<file path="config.mk">
export PLATFORM = sky130hd
export DESIGN_NAME = iir3lp_coef_regs
export DESIGN_NICKNAME = d
export VERILOG_FILES = /design/src/hdl/iir3lp_pkg.sv /design/src/hdl/iir3lp_coef_regs.sv
export SDC_FILE = /design/constraint.sdc
export NUM_CORES = 1
export LEC_CHECK = 0
export ABC_CLOCK_PERIOD_IN_PS = 1700
export BUFFER_PORTS_ARGS = -buffer_cell sky130_fd_sc_hd__buf_4
export CAP_MARGIN = 20
export CORE_MARGIN = 1.5
export CORE_UTILIZATION = 51
export DETAILED_ROUTE_END_ITERATION = 8
export GPL_TIMING_DRIVEN = 0
export PLACE_DENSITY = 0.88
export SETUP_SLACK_MARGIN = 0.05
export SLEW_MARGIN = 20
export SYNTH_ARGS = -nofsm -noshare
export SYNTH_HDL_FRONTEND = slang
export SYNTH_SLANG_ARGS = --single-unit
</file>
<file path="constraint.sdc">
create_clock -name clk -period 1.7 [get_ports clk]
set_clock_uncertainty 0.05 [all_clocks]
set_input_delay 0.085 -clock clk [delete_from_list [all_inputs] [get_ports clk]]
set_output_delay 0.085 -clock clk [all_outputs]
set_load 0.02 [all_outputs]
</file>
<file path="src/hdl/iir3lp_pkg.sv">
// Shared types and constants for the third-order IIR low-pass filter.
// Used by the coefficient registers, both datapath stages and the top level.
package iir3lp_pkg;

  // Default widths, handed to the top level as parameter defaults
  localparam int SampleBitsDefault   = 16;
  localparam int CoefFracBitsDefault = 28;

  // Coefficient word and the headroom of the history format over the sample format
  localparam int CoefBits     = 32;
  localparam int HistGuard    = 8;
  localparam int CfgIndexBits = 3;

  typedef logic signed [CoefBits-1:0] coef_t;

  // Full coefficient set: four feed-forward taps, three feedback taps
  typedef struct packed {
    coef_t x0;
    coef_t x1;
    coef_t x2;
    coef_t x3;
    coef_t y1;
    coef_t y2;
    coef_t y3;
  } coef_set_t;

  // Register indexes on the configuration port
  localparam logic [CfgIndexBits-1:0] CfgX0 = 3'd0;
  localparam logic [CfgIndexBits-1:0] CfgX1 = 3'd1;
  localparam logic [CfgIndexBits-1:0] CfgX2 = 3'd2;
  localparam logic [CfgIndexBits-1:0] CfgX3 = 3'd3;
  localparam logic [CfgIndexBits-1:0] CfgY1 = 3'd4;
  localparam logic [CfgIndexBits-1:0] CfgY2 = 3'd5;
  localparam logic [CfgIndexBits-1:0] CfgY3 = 3'd6;

  // Reset coefficients: Butterworth low-pass, Q4.28
  localparam coef_t CoefX0Reset = 32'sd5867;
  localparam coef_t CoefX1Reset = 32'sd17601;
  localparam coef_t CoefX2Reset = 32'sd17601;
  localparam coef_t CoefX3Reset = 32'sd5867;
  localparam coef_t CoefY1Reset = 32'sd774722193;
  localparam coef_t CoefY2Reset = -32'sd745855552;
  localparam coef_t CoefY3Reset = 32'sd239521879;

  // Control of the feed-forward stage register, seen by the feedback stage
  typedef struct packed {
    logic valid;
    logic last;
  } s1_ctrl_t;

endpackage

</file>
<file path="src/hdl/iir3lp_coef_regs.sv">
// Coefficient register file written through the plain configuration port.
// Depends on iir3lp_pkg for the coefficient types, indexes and reset values.
module iir3lp_coef_regs (
  input  logic                                  clk,
  input  logic                                  rst,
  input  logic                                  cfg_write,
  input  logic [iir3lp_pkg::CfgIndexBits-1:0]   cfg_index,
  input  logic [iir3lp_pkg::CoefBits-1:0]       cfg_data,
  output iir3lp_pkg::coef_set_t                 coefs
);

  // One register per index; writes past the last index fall through
  always_ff @(posedge clk) begin
    if (rst) begin
      coefs.x0 <= iir3lp_pkg::CoefX0Reset;
      coefs.x1 <= iir3lp_pkg::CoefX1Reset;
      coefs.x2 <= iir3lp_pkg::CoefX2Reset;
      coefs.x3 <= iir3lp_pkg::CoefX3Reset;
      coefs.y1 <= iir3lp_pkg::CoefY1Reset;
      coefs.y2 <= iir3lp_pkg::CoefY2Reset;
      coefs.y3 <= iir3lp_pkg::CoefY3Reset;
    end else if (cfg_write) begin
      case (cfg_index)
        iir3lp_pkg::CfgX0: coefs.x0 <= cfg_data;
        iir3lp_pkg::CfgX1: coefs.x1 <= cfg_data;
        iir3lp_pkg::CfgX2: coefs.x2 <= cfg_data;
        iir3lp_pkg::CfgX3: coefs.x3 <= cfg_data;
        iir3lp_pkg::CfgY1: coefs.y1 <= cfg_data;
        iir3lp_pkg::CfgY2: coefs.y2 <= cfg_data;
        iir3lp_pkg::CfgY3: coefs.y3 <= cfg_data;
        default: ;
      endcase
    end
  end

endmodule

</file>
* Yosys cells after proc, flatten, opt, wreduce, memory -nomap -nowiden
Index checks and enable logic that the tools add are counted.
Word-level totals: input port bits 38, register bits 224, logic and storage cells 21, output and inout bits 224
Cells by class: eq/ne operators 6, reductions and logical operators 8
Operator list (count):
- AND reduction 2 bit | 7
- == test 3 bit (second input constant) | 3
- == test 3 x 2 -> 1 bit (second input constant) | 2
- == test 3 x 1 -> 1 bit (second input constant) | 1
- logical NOT 3 bit | 1

* Depth between registers and ports, before layout
depth in word-level cells 2, gate-level depth with buffers 6, depth with buffers taken out 2

* Worst setup path after synthesis
OpenSTA, ideal clock, no wires.
kind in2reg, from in cfg_index[1] (netlist name), to reg coefs[213] (netlist name), buffers on the path 3, stages 5, setup time 0.124 ns, setup slack 0.400 ns, data required time 1.526 ns, data arrival time 1.126 ns, cells stage by stage buf_2 -> or4b_1 -> buf_6 -> buf_12 -> mux2i_1
Between the ends: word-level cells in the longest chain between the ends 2
Ends and longest elaborated chain:
- from (decl) | RTL line iir3lp_coef_regs.sv:7 | input logic [iir3lp_pkg::CfgIndexBits-1:0] cfg_index,
- logical NOT 3 bit | RTL line iir3lp_coef_regs.sv:23 | case (cfg_index)
- AND reduction 2 bit (no source line)
- to (decl) | RTL line iir3lp_coef_regs.sv:9 | output iir3lp_pkg::coef_set_t coefs
No other way between the ends. A chain may end at the register's enable or synchronous reset.

==> flow_metrics.env <==
export IMPL_cts_sinks=224
export IMPL_cts_resized=0
export IMPL_gp_congestion=0.849
export IMPL_setup_violations=0
export IMPL_finalMaxSlewViolations=0
export IMPL_power_density_nw_per_um2=981
export IMPL_min_path_cells=3
export IMPL_dp_hpwl_mm=19.7
export IMPL_max_stage_delay_ns=0.44
export IMPL_multi_input_area_sq_um=3900
export IMPL_cts_tree="done"
export IMPL_grt_setup_unrepaired="no"
export IMPL_grt_use_total_pct=30.2
export IMPL_dp_cells=1287
export IMPL_diodes=0
export IMPL_met1_length_mm=11.3
export IMPL_grt_pass1_wl_mm=41.3
export IMPL_preCtsSetupSlack_ns=-0.181
export IMPL_cp_common_cell="clkbuf_1"
export IMPL_wl_mm=27.6
export IMPL_slowest_stage="clkbuf_1"
export IMPL_r2r_cells=2
export IMPL_root_buffer="clkbuf_16"
export IMPL_num_rows=47
export IMPL_fill_cells=1183
export IMPL_ys_flop_type="dfxtp_1"
export IMPL_yosys_area_top_type="dfxtp_1"
export IMPL_critPathLaunchType="primary input"
export IMPL_fin_crit_sh_pct=82.1
export IMPL_die_width_um=134
export IMPL_port_buffers=260
export IMPL_drc=0
export IMPL_reg_top3="coefs: 224 flops"
export IMPL_start_util_pct=52.2
export IMPL_via_per_inst=5.29
export IMPL_area_growth_pct=38.1
export IMPL_regMostFlops="coefs"
export IMPL_routed_top_layer="met4"
export IMPL_grt_pass1_vias=7297
export IMPL_syn_area_per_cell_sq_um=10.8
export IMPL_io_pins=262
export IMPL_drt_iter0_markers=394
export IMPL_vdd_drop_max_v=0.000777
export IMPL_synthTopCellsByCount="dfxtp_1 (224), mux2i_1 (224), nand2b_1 (186)"
export IMPL_fmax_mhz=716
export IMPL_end_kind="register"
export IMPL_antenna_found_initial=0
export IMPL_min_period_ns=1.40
export IMPL_synth_edff_count=0
export IMPL_core_area_sq_um=16600
export IMPL_status="complete, no violations"
export IMPL_clock_latency_ns=0.50
export IMPL_postCtsSetupRepairBufs=0
export IMPL_max_slew_margin_pct=52.4
export IMPL_ant_nets=0
export IMPL_async_reset_ff_share_pct=0
export IMPL_nets=1160
export IMPL_clockBufferDepth=3
export IMPL_worst_ep_arrival_time_ns=1.72
export IMPL_yosysSeqAreaShare_pct=51.6
export IMPL_crit_type="primary input to register"
export IMPL_post_route_util_pct=72.1
export IMPL_cts_hold_buffers=30
export IMPL_crit_path_max_fanout=10
export IMPL_wire_per_inst_um=20.3
export IMPL_wl_met2_mm=13.2
export IMPL_syn_inst=807
export IMPL_synth_cell_types=17
export IMPL_yosys_warnings=0
export IMPL_ys_seq_elements=224
export IMPL_min_delay_path_class="primary input to register"
export IMPL_whs_ns=0.0397
export IMPL_drive_gt1_share_pct=29.2
export IMPL_crit_required_ns=2.03
export IMPL_htreeDepth=1
export IMPL_grt_ovfl_total=0
export IMPL_tightest_slew_ns=0.715
export IMPL_seqCellArea_sq_um=4480
export IMPL_hold_viol_final=0
export IMPL_fin_ws_ns=0.304
export IMPL_synth_area_leaders="dfxtp_1 (52%), mux2i_1 (26%), nand2b_1 (13%), nor2_1 (4.3%), buf_2 (1.8%)"
export IMPL_total_leakage_power_nw=5.90
export IMPL_final_cells=1358
export IMPL_dr_pass1_iters=4
export IMPL_grt_max_degree=15
export IMPL_vias=7187
export IMPL_syn_area_sq_um=8690
export IMPL_power_mw=11.8
export IMPL_die_area_sq_um=17800
export IMPL_synth_nets=845
export IMPL_largest_reg_flops=224
export IMPL_crit_chain="clkbuf_1 > clkbuf_1 > clkbuf_1 > nand2b_1 > mux2i_1"
export IMPL_clk_pin_slew_worst_paths_ns=0.06
export IMPL_cts_buffers=23
export IMPL_route_met3_wl_mm=1.77
export IMPL_die_y_um=134
export IMPL_max_cap_violations=0
export IMPL_synth_top_cell_area_share_pct=51.6
cells by family after synthesis:
logic type,count (synthesis),synth area share [%]
simple gates,298,19.1
flops,224,51.6
buf+inv,61,3.48
mux,224,25.8
path summary, 6_finish.rpt:
kind / from / slack [ns] / to
worst max register to register: coefs[0] / 0.94 / coefs[0]
worst max-delay path: rst / 0.30 / coefs[104]
worst min-delay path: cfg_data[20] / 0.04 / coefs[52]
worst min register to register: coefs[113] / 0.43 / coefs[113]
layout make-up:
class | count | share of cell area (%)
buffer | 61 | 2.52
clock buffer | 32 | 5.41
clock inverter | 9 | 1.08
multi-input combinational | 522 | 32.5
sequential | 224 | 37.4
tap | 220 | 2.29
timing repair buffer | 290 | 18.8
metal layers:
metal / global-route usage, % / vias up
li1: - / 3297
met1: 36.6 / 3502
met2: 51.0 / 304
met3: 6.51 / 84
met4: 14.4 / 0
met5: 0 / -
stage by stage:
step | TNS (ns) | instance area (sq um)
after floorplan | 0 | 8690
after global placement | -5.42 | 10900
after detailed placement | -8.54 | 10900
after CTS | 0 | 12000
after global routing | 0 | 12000
final | 0 | 12000
report_power, final:
| group | leakage [nW] | switching [mW] | internal, mW |
|---|---|---|---|
| registers | 1.82 | 0.0711 | 5.37 |
| clock network | 0.381 | 2.10 | 3.13 |
| logic | 3.70 | 0.623 | 0.471 |
worst max-delay path: cells and delay by family:
kind	cells	cell delay, ns
mux	1	0.16
simple gates	1	0.44
buf+inv	3	1.03
layout by cell type, fill, tap and decap left out:
cell / n
buf_6: 2
buf_4: 261
dlygate4sd3_1: 30
clkbuf_8: 4
and4b_1: 2
nor4bb_1: 1
buf_2: 31
mux2i_1: 224
buf_12: 1
bufinv_16: 3
and4bb_2: 1
or4b_1: 1
inv_6: 1
clkinv_4: 1
buf_1: 1
dfxtp_1: 224
nor4b_1: 1
clkinv_2: 3
nor2_1: 100
clkinvlp_4: 1
nand2b_1: 186
clkbuf_1: 30
nand4bb_1: 3
clkbuf_16: 23
nand4b_1: 3
Note: power is estimated with default switching activity, not from simulation.
